[src/rtl/core/led_index_to_xy_mapper_assert.svh]
// assertion macros for the led index to xy mapper
`ifndef LED_INDEX_TO_XY_MAPPER_ASSERT_SVH
`define LED_INDEX_TO_XY_MAPPER_ASSERT_SVH

`ifndef SYNTHESIS
`define LXY_ASSERT(label, clk, rst, prop, msg) \
   label: assert property (@(posedge clk) disable iff (rst) prop) else $error(msg);
`define LXY_ASSERT_ALWAYS(label, clk, prop, msg) \
   label: assert property (@(posedge clk) prop) else $error(msg);
`else
`define LXY_ASSERT(label, clk, rst, prop, msg)
`define LXY_ASSERT_ALWAYS(label, clk, prop, msg)
`endif

`endif

[src/rtl/core/lxy_pkg.sv]
// shared types and constants for the led index to xy mapper
`default_nettype none

package lxy_pkg;

   localparam int OPENING_COUNT   = 3;
   localparam int GEOMETRY_REGS   = 3;
   localparam int MAPPED_OPENINGS =
      (OPENING_COUNT < GEOMETRY_REGS) ? OPENING_COUNT : GEOMETRY_REGS;

   localparam int CSR_INDEX_WIDTH = 2;
   localparam int GEOMETRY_WIDTH  = 56;

   localparam logic [15:0] COORD_NONE = 16'hFFFF;

   typedef struct packed {
      logic [15:0] y_offset;
      logic [15:0] x_offset;
      logic [7:0]  right_count;
      logic [7:0]  top_count;
      logic [7:0]  left_count;
   } geometry_type;

   typedef geometry_type [GEOMETRY_REGS-1:0] geometry_array_type;

   typedef struct packed {
      logic [15:0] coord_x;
      logic [15:0] coord_y;
      logic        in_range;
   } result_type;

endpackage

`default_nettype wire

[src/rtl/core/lxy_cfg_regs.sv]
// opening geometry configuration registers
`default_nettype none

module lxy_cfg_regs
   import lxy_pkg::*;
(
   input  wire logic                       clock,
   input  wire logic                       reset,
   input  wire logic                       csr_valid,
   input  wire logic [CSR_INDEX_WIDTH-1:0] csr_index,
   input  wire logic [GEOMETRY_WIDTH-1:0]  csr_data,
   output      geometry_array_type         geometry
);

   geometry_array_type geometry_ff;
   geometry_array_type geometry_in;

   always_comb begin
      geometry_in = geometry_ff;
      for (int k = 0; k < GEOMETRY_REGS; k++) begin
         if (csr_valid && (32'(csr_index) == k)) begin
            geometry_in[k] = geometry_type'(csr_data);
         end
      end
   end

   always_ff @(posedge clock) begin
      if (reset) begin
         geometry_ff <= '0;
      end else begin
         geometry_ff <= geometry_in;
      end
   end

   assign geometry = geometry_ff;

endmodule

`default_nettype wire

[src/rtl/core/lxy_map_logic.sv]
// walk of the openings that turns a strip index into a grid point
`default_nettype none

module lxy_map_logic
   import lxy_pkg::*;
(
   input  wire logic        [15:0] led_index,
   input  wire logic               compressed_mode,
   input  wire geometry_array_type geometry,
   output      result_type         result
);

   always_comb begin
      logic [15:0] pos;
      logic [15:0] packed_x;
      logic [15:0] left16;
      logic [15:0] top16;
      logic [15:0] right16;
      logic [15:0] total;
      logic [15:0] base_x;
      logic [15:0] run_pos;
      logic        found;

      pos             = led_index;
      packed_x        = '0;
      found           = 1'b0;
      result.coord_x  = COORD_NONE;
      result.coord_y  = COORD_NONE;
      result.in_range = 1'b0;

      for (int k = 0; k < MAPPED_OPENINGS; k++) begin
         left16  = {8'h00, geometry[k].left_count};
         top16   = {8'h00, geometry[k].top_count};
         right16 = {8'h00, geometry[k].right_count};
         total   = left16 + top16 + right16;
         base_x  = compressed_mode ? packed_x : geometry[k].x_offset;
         run_pos = pos - left16 - top16;
         if (!found) begin
            if (pos < total) begin
               found           = 1'b1;
               result.in_range = 1'b1;
               if (pos < left16) begin
                  result.coord_x = base_x;
                  result.coord_y = geometry[k].y_offset + pos;
               end else if (pos < (left16 + top16)) begin
                  result.coord_x = base_x + (pos - left16);
                  result.coord_y = geometry[k].y_offset + left16;
               end else begin
                  result.coord_x = base_x + top16;
                  result.coord_y = geometry[k].y_offset + left16 - run_pos;
               end
            end else begin
               pos      = pos - total;
               packed_x = packed_x + top16;
            end
         end
      end
   end

endmodule

`default_nettype wire

[src/rtl/core/led_index_to_xy_mapper.sv]
// top level of the led index to xy mapper
//
//   channel | direction | tdata                          | tuser
//   req     | in        | led_index[15:0]                | compressed_mode[0]
//   rsp     | out       | coord_x[15:0], coord_y[31:16]  | in_range[0]
//   csr     | in        | csr_data: opening geometry     | csr_index: register
//
// one index per clock while rsp_tready is high; input register then result register
// the opening walk is one combinational pass between the two registers
// synchronous reset clears the pipeline valids and the geometry registers
// a stalled result holds while one more index waits in the input register
`default_nettype none

module led_index_to_xy_mapper
   import lxy_pkg::*;
(
   input  wire logic                       clock,
   input  wire logic                       reset,
   input  wire logic                       req_tvalid,
   output      logic                       req_tready,
   input  wire logic [15:0]                req_tdata,   // led_index[15:0]
   input  wire logic [0:0]                 req_tuser,   // compressed_mode[0]
   output      logic                       rsp_tvalid,
   input  wire logic                       rsp_tready,
   output      logic [31:0]                rsp_tdata,   // coord_x[15:0], coord_y[31:16]
   output      logic [0:0]                 rsp_tuser,   // in_range[0]
   input  wire logic                       csr_valid,
   output      logic                       csr_ready,
   input  wire logic [CSR_INDEX_WIDTH-1:0] csr_index,
   input  wire logic [GEOMETRY_WIDTH-1:0]  csr_data
);

`include "led_index_to_xy_mapper_assert.svh"

   geometry_array_type geometry;
   result_type         map_result;

   logic        s1_valid_ff, s1_valid_in;
   logic [15:0] s1_index_ff, s1_index_in;
   logic        s1_mode_ff,  s1_mode_in;
   logic        rsp_valid_ff, rsp_valid_in;
   result_type  rsp_result_ff, rsp_result_in;

   logic req_transfer;
   logic rsp_load;

   assign csr_ready = !reset;

   lxy_cfg_regs u_cfg_regs (
      .clock     (clock),
      .reset     (reset),
      .csr_valid (csr_valid && csr_ready),
      .csr_index (csr_index),
      .csr_data  (csr_data),
      .geometry  (geometry)
   );

   lxy_map_logic u_map_logic (
      .led_index       (s1_index_ff),
      .compressed_mode (s1_mode_ff),
      .geometry        (geometry),
      .result          (map_result)
   );

   assign rsp_load     = !rsp_valid_ff || rsp_tready;
   assign req_tready   = !reset && (!s1_valid_ff || rsp_load);
   assign req_transfer = req_tvalid && req_tready;

   always_comb begin
      s1_valid_in   = s1_valid_ff;
      s1_index_in   = s1_index_ff;
      s1_mode_in    = s1_mode_ff;
      rsp_valid_in  = rsp_valid_ff;
      rsp_result_in = rsp_result_ff;
      if (rsp_load) begin
         rsp_valid_in  = s1_valid_ff;
         rsp_result_in = map_result;
         s1_valid_in   = 1'b0;
      end
      if (req_transfer) begin
         s1_valid_in = 1'b1;
         s1_index_in = req_tdata;
         s1_mode_in  = req_tuser[0];
      end
   end

   always_ff @(posedge clock) begin
      if (reset) begin
         s1_valid_ff  <= 1'b0;
         rsp_valid_ff <= 1'b0;
      end else begin
         s1_valid_ff  <= s1_valid_in;
         rsp_valid_ff <= rsp_valid_in;
      end
   end

   always_ff @(posedge clock) begin
      s1_index_ff   <= s1_index_in;
      s1_mode_ff    <= s1_mode_in;
      rsp_result_ff <= rsp_result_in;
   end

   assign rsp_tvalid   = rsp_valid_ff;
   assign rsp_tdata    = {rsp_result_ff.coord_y, rsp_result_ff.coord_x};
   assign rsp_tuser[0] = rsp_result_ff.in_range;

   // out of range results carry minus one in both coordinates
   `LXY_ASSERT(a_out_of_range_coords, clock, reset, rsp_tvalid && !rsp_tuser[0] |-> rsp_tdata == 32'hFFFF_FFFF, "out of range result without minus one coordinates")

   // an accepted index always lands in the input register
   `LXY_ASSERT(a_req_captured, clock, reset, req_tvalid && req_tready |=> s1_valid_ff, "accepted index not captured")

   // a held index moves to the result register when it is free
   `LXY_ASSERT(a_s1_advances, clock, reset, s1_valid_ff && rsp_load |=> rsp_tvalid, "input register did not advance")

   // no new index is taken while both registers are full and stalled
   `LXY_ASSERT(a_no_overrun, clock, reset, s1_valid_ff && rsp_tvalid && !rsp_tready |-> !req_tready, "index accepted while pipeline full")

endmodule

`default_nettype wire
[config.mk]
export PLATFORM = sky130hd
export DESIGN_NAME = led_index_to_xy_mapper
export DESIGN_NICKNAME = d
export VERILOG_FILES = /design/src/rtl/core/lxy_pkg.sv /design/src/rtl/core/lxy_cfg_regs.sv /design/src/rtl/core/lxy_map_logic.sv /design/src/rtl/core/led_index_to_xy_mapper.sv
export VERILOG_INCLUDE_DIRS = /design/src /design/src/rtl/core
export SDC_FILE = /design/constraint.sdc
export NUM_CORES = 1
export LEC_CHECK = 0
export BUFFER_PORTS_ARGS = -buffer_cell sky130_fd_sc_hd__buf_4
export CAP_MARGIN = 20
export CORE_MARGIN = 2
export CORE_UTILIZATION = 35
export CTS_BUF_LIST = sky130_fd_sc_hd__clkbuf_2 sky130_fd_sc_hd__clkbuf_4 sky130_fd_sc_hd__clkbuf_8
export DETAILED_ROUTE_END_ITERATION = 16
export PLACE_DENSITY = 0.53
export REMOVE_ABC_BUFFERS = 1
export SLEW_MARGIN = 5
export SYNTH_ARGS = -nofsm -noshare
export SYNTH_HDL_FRONTEND = slang
export SYNTH_SLANG_ARGS = --single-unit
[constraint.sdc]
create_clock -name clock -period 25.9 [get_ports clock]
set_clock_uncertainty 0.1 [all_clocks]
set_input_delay 1.295 -clock clock [delete_from_list [all_inputs] [get_ports clock]]
set_output_delay 1.295 -clock clock [all_outputs]
set_load 0.01 [all_outputs]
==> results.md, run 1 <==
- Die Y: 264 um
- Vias: 22300
- Most frequent CP cell: a21oi_1
- Num CTS Buffers: 47
- Vias in the first global route: 21300
- Fin. max-slew vios: 0
- Final Hold Fails: 0
- Root buf cell: clkbuf_8
- Initial antenna violation count: 3
- CTS HTree Levels: 2
- Leakage: 11.1 nW
- # clock sinks: 220
- Worst Reg-to-Reg Cells: 51
- Hold Path End: u_cfg_regs.geometry[91]$_SDFFE_PP0P_
- Area share of the largest cell type after synthesis: 0.161
- RR Startpoint: u_cfg_regs.geometry[8]$_SDFFE_PP0P_
- Worst setup path class: reg -> reg
- Crit path max-delay family: compound AO/OA/AOI/OAI gates
- CTS max path bufs: 3
- Max-cap viol count: 0
- Hold path start: u_cfg_regs.geometry[91]$_SDFFE_PP0P_
- Post-CTS setup buffers: 0
- Hold_buf cts: 0
- Reg area: 4900 um2
- Min Hold Slack: 0.347 ns
- CP Max Fanout: 50
- Initial Util: 0.353
- 1st-iter DRT viols: 1651
- Crit. End Element: flop
- Max VDD drop: 31.0 uV
- DR vias/cell: 5.49
- Startpoint types: flop
- Synthesized cell area: 23700 um2
- Synth area leaders: ha_1 (16%), dfxtp_1 (14%), a21oi_1 (8.4%), nand2_1 (8.2%), xnor2_1 (6.8%)
- Buf+Inv Stages, Crit Path: 3
- Yosys warns: 0
- Number of distinct library cells after synthesis: 91
- Register area share after synthesis: 0.207
- Clk Latency, worst-skew pair: 0.64 ns
- Status: completed
- Setup WS post-layout: 11.91 ns
- Worst EP required: 26.24 ns
- Core area: 67000 um2
- Max transition margin: 0.272
- Syn-to-layout area delta: 12.0%
- # fillers: 7081
- Layout cells sized above 1: 0.0936
- Global route overflow: 0
- Multi-input logic area: 17600 um2
- Final Cycle Share: 0.540
- Dominant cell type by area after synthesis: ha_1
- Most used flip-flop cell after synthesis: dfxtp_1
- Reg-to-Reg End: rsp_tdata[14]$_DFFE_PP_
- Die span in x: 264 um
- DP Wirelength: 68300 um
- CTS tree: built
- Slew @ Worst Pin: 1.08 ns
- Detail Route Antenna Nets: 0
- Worst hold path class: reg -> reg
- Utilization after layout: 0.395
- Post-cts sizing count: 0
- Routed len/inst: 21.3 um
- RSZ-0062 raised after global routing: no
- Post-synth top cells: nand2_1 (514), a21oi_1 (396), ha_1 (305)
- Detailed Route WL: 86900 um
- Inst Count DP: 3979
- Buffers on Ports: 115
- GP Congestion: 0.948
- First-pass GRT wire length: 129000 um
- Worst reg-to-reg setup slack: 11.91 ns
- I/O pins: 116
- Time the worst path needs with I/O delays and setup: 13.99 ns
- Final Instance Count excl. Fillers: 4070
- Nets: 3585
- Largest stage delay on the critical path: 0.93 ns
- Num rows: 95
- Detailed Routing Iterations Pass 1: 5
- Slowest-stage cell, CP: o21ai_0
- Syn Inst Count: 3080
- Setup TNS: 0 ns
- Synth async-reset ratio: 0
- All-Layer GR Usage: 0.244
- FF+latch count, synth: 220
- Setup Slack @ Placement: 11.92 ns
- Number of synthesized flops with an enable pin: 50
- Max Fclk: 71.5 MHz
- Pin count of the biggest net entering global routing: 57
- DRC viols: 0
- Full die area: 69700 um2
- Endpoints failing setup: 0
- Top-count cell post-synth: nand2_1
- Avg Inst Size Synth: 7.68 um2
- WHS Path Cells: 2
- Power density cells: 50.5 nW/um2
- Reg clk slew, reported paths: 0.06 ns
- WP data arrival: 14.33 ns
[per-stage QoR]
stage / power (mW) / instance area (um2)
after floorplan: 0.763 / 23200
after global placement: 0.915 / 25400
after detailed placement: 0.914 / 25400
after CTS: 1.34 / 26500
after global routing: 1.43 / 26500
final: 1.34 / 26500
[cell families after synthesis]
family / share of synthesized area
AO/OA/AOI/OAI: 0.240
adder cells (fa/ha/maj): 0.199
multiplexers: 0.0215
AND/OR/NAND/NOR: 0.185
flip-flops: 0.207
XOR/XNOR: 0.0974
buffers and inverters: 0.0503
[layout by cell type (no fill, tap or decap), drive strengths merged, types with 70 or more instances in the layout]
master and instances:
nor2 177, xor2 78, clkbuf 70, dfxtp 170, a21oi 396, xnor2 185, ha 305, inv 190
buf 145, o21ai 150, nand2 514
[sequential cells by signal (all words and copies together) (netlist names)]
name,cells
rsp_tvalid,1
s1_valid_ff,1
s1_index_ff,16
rsp_tdata,32
s1_mode_ff,1
u_cfg_regs.geometry,168
rsp_tuser,1
[worst max-delay path by stage]
stage | start | to | slack, ns | cells after the start
final | u_cfg_regs.geometry[8]$_SDFFE_PP0P_ | rsp_tdata[14]$_DFFE_PP_ | 11.91 | 51
after global placement | u_cfg_regs.geometry[8]$_SDFFE_PP0P_ | rsp_tdata[14]$_DFFE_PP_ | 12.21 | 53
after global routing | u_cfg_regs.geometry[9]$_SDFFE_PP0P_ | rsp_tdata[14]$_DFFE_PP_ | 10.77 | 54
after floorplan | u_cfg_regs.geometry[0]$_SDFFE_PP0P_ | rsp_tdata[14]$_DFFE_PP_ | 9.51 | 49
after CTS | u_cfg_regs.geometry[8]$_SDFFE_PP0P_ | rsp_tdata[14]$_DFFE_PP_ | 11.92 | 53
after detailed placement | u_cfg_regs.geometry[8]$_SDFFE_PP0P_ | rsp_tdata[14]$_DFFE_PP_ | 11.92 | 53
[cell type report]
class | instances | share of cell area
clock inverters | 18 | 0.00571
clock buffers | 70 | 0.0335
diodes | 2 | 0.000189
flip-flops and latches | 220 | 0.185
well taps | 873 | 0.0412
inverters | 189 | 0.0268
multi-input cells | 2553 | 0.665
repair buffers | 145 | 0.0423
[report_power, final]
part	internal, mW	switching (mW)	total [mW]	leakage (nW)
combinational	0.223	0.326	0.549	8.75
sequential	0.359	0.0106	0.370	1.80
clock	0.241	0.180	0.421	0.544
[worst min-delay path, delay by kind of cell (launching register included)]
| family | cells | cell delay, ns |
|---|---|---|
| DFF | 1 | 0.30 |
| and+or+nand+nor | 1 | 0.05 |
| AOI/OAI and AO/OA | 1 | 0.05 |
[routing by layer]
metal,routed length (um),track usage,vias to the layer above
met5,0,0,-
met3,5720,0.0339,106
met4,2180,0.0646,0
met1,40400,0.339,10500
li1,-,-,11000
met2,38600,0.395,657
Power figures use the tool's default switching activity.
==> run 2: changes to the inputs <==
Clock period 25.9 ns to 14.5 ns, I/O delays scaled along.
==> results.md, run 2 (synthesis gave the netlist of run 1 again) <==
- Detailed Routing Iterations Pass 1: 6 (+1)
- CTS max path bufs: 3 (unchanged)
- GR peak layer: met2
- Hold_buf cts: 0 (unchanged)
- Endpoints failing setup: 0 (unchanged)
- Root buf cell: clkbuf_8
- P_int: 1.48 mW (+80%)
- CTS HTree Levels: 2 (unchanged)
- Die span in x: 264 um (unchanged)
- Final Cycle Share: 0.920 (+0.380)
- RSZ-0062 raised after global routing: no
- Most common cell after layout, fill and taps aside: nand2_1
- Setup WS post-layout: 1.16 ns (-10.76 ns)
- Syn-to-layout area delta: 12.1%
- Detailed Route WL: 88000 um (+1.3%)
- Crit. End Element: flop
- Final Instance Count excl. Fillers: 4072 (+0.049%)
- DP Area: 25500 um2 (+0.24%)
- Worst setup path class: reg -> reg
- Reg clk slew, reported paths: 0.06 ns (about the same)
- Worst hold path class: in -> reg
- Post-cts sizing count: 0 (unchanged)
- Layout cells sized above 1: 0.0945 (+0.000880)
- Slowest-stage cell, CP: o21ai_0
- Fin. max-slew vios: 0 (unchanged)
- Max VDD drop: 54.7 uV (+76%)
- Time the worst path needs with I/O delays and setup: 13.34 ns (-0.644 ns)
- Min Hold Slack: 0.180 ns (-0.168 ns)
- Max-cap viol count: 0 (unchanged)
- Flop pwr share: 0.276 (about the same)
- Nets: 3591 (+0.17%)
- Num CTS Buffers: 46 (-2.1%)
- Power density cells: 90.3 nW/um2 (+79%)
- 1st-iter DRT viols: 1836 (+11%)
- DR vias/cell: 5.50 (+0.20%)
- Inst Count DP: 3987 (+0.20%)
- Pin count of the biggest net entering global routing: 63 (+11%)
- Die Y: 264 um (unchanged)
- First-pass GRT wire length: 132000 um (+1.6%)
- Detail Route Antenna Nets: 0 (unchanged)
- Global route overflow: 0 (unchanged)
- Largest stage delay on the critical path: 0.67 ns (-0.26 ns)
- Worst EP required: 14.86 ns (-11.38 ns)
- Initial antenna violation count: 1 (-2)
- Met3 GRT Util: 0.0251 (-0.00886)
- Clk Latency, worst-skew pair: 0.64 ns (about the same)
- Clock power frac: 0.315 (about the same)
- Post-Layout Inst Area: 26500 um2 (+0.12%)
- Most frequent CP cell: a21oi_1
- Initial Util: 0.353 (unchanged)
- Status: completed
- CTS tree: built
- Full die area: 69700 um2 (unchanged)
- Setup TNS: 0 ns (unchanged)
- Num rows: 95 (unchanged)
- Vias in the first global route: 21500 (+0.80%)
- # clock sinks: 220 (unchanged)
- Most frequent cells in the layout: nand2_1 (511), a21oi_1 (396), ha_1 (305)
- P_sw: 0.917 mW (+77%)
- I/O pins: 116 (unchanged)
- All-Layer GR Usage: 0.247 (+0.00359)
- Max Fclk: 75.0 MHz (+4.8%)
- GR met1 Demand/Resource: 0.348 (+0.00900)
- GR Util met2: 0.402 (+0.00711)
- Max transition margin: 0.318 (+0.0462)
- Buffers on Ports: 115 (unchanged)
- Startpoint types: flop
- Slew @ Worst Pin: 1.02 ns (-0.0620 ns)
- Post-CTS setup buffers: 0 (unchanged)
- DP Wirelength: 69400 um (+1.7%)
- Worst reg-to-reg setup slack: 1.16 ns (-10.76 ns)
- Setup Slack @ Placement: 1.17 ns (-10.75 ns)
- GP Congestion: 0.960 (+1.3%)
- CP Max Fanout: 19 (-62%)
- DRC viols: 0 (unchanged)
- WP data arrival: 13.70 ns (-0.63 ns)
- Max FFs per register: 168 (unchanged)
- Sw frac: 0.383 (-0.00309)
- Vias: 22400 (+0.25%)
- Routed len/inst: 21.6 um (+1.2%)
- Leakage: 11.1 nW (+0.36%)
- Core area: 67000 um2 (unchanged)
- Gate power share: 0.410 (about the same)
- Final Hold Fails: 0 (unchanged)
run 2: final cells by class:
cell class	instances	area (um2)
diodes	2	5.00
clock buffers	72	922
clock inverters	11	105
fillers	7159	40500
inverters	189	709
multi-input cells	2553	17600
flip-flops and latches	220	4900
well taps	873	1090
repair buffers	152	1160
run 2: routing by layer:
metal | vias to the layer above | share of wire
met2 | 694 | 0.45
met1 | 10500 | 0.46
met5 | - | 0
met3 | 115 | 0.065
li1 | 11000 | -
met4 | 0 | 0.025
run 2: through the flow:
| step | utilization | power (mW) |
|---|---|---|
| 2_1_floorplan | - | 1.36 |
| 3_3_place_gp | 0.380 | 1.63 |
| 3_5_place_dp | 0.380 | 1.63 |
| 4_1_cts | 0.396 | 2.40 |
| 5_1_grt | 0.396 | 2.54 |
| 6_report | 0.396 | 2.40 |
run 2: worst max-delay path: cells and delay by family (launching register included):
| family | cells | cell delay, ns |
|---|---|---|
| AOI/OAI and AO/OA | 29 | 5.88 |
| adders and majority gates | 8 | 2.84 |
| and+or+nand+nor | 9 | 2.04 |
| buffers and inverters | 3 | 0.75 |
| xor gates and xnor gates | 3 | 0.62 |
| muxes | 2 | 0.47 |
| DFF | 1 | 0.44 |
run 2: power groups by stage:
stage / Sequential [mW] / Combinational, mW / Clock [mW]
final: 0.661 / 0.982 / 0.754
after global routing: 0.663 / 1.08 / 0.795
after CTS: 0.661 / 0.967 / 0.771
after detailed placement: 0.674 / 0.959 / 0
after global placement: 0.674 / 0.960 / 0
after floorplan: 0.667 / 0.695 / 0
run 2: final timing paths:
path                                                       startpoint  depth (start not counted)                                    end
worst min register to register  u_cfg_regs.geometry[146]$_SDFFE_PP0P_                          2  u_cfg_regs.geometry[146]$_SDFFE_PP0P_
worst min-delay path                                     req_tdata[1]                          1               s1_index_ff[1]$_DFFE_PP_
worst max register to register    u_cfg_regs.geometry[8]$_SDFFE_PP0P_                         54                rsp_tdata[14]$_DFFE_PP_
worst max-delay path              u_cfg_regs.geometry[8]$_SDFFE_PP0P_                         54                rsp_tdata[14]$_DFFE_PP_
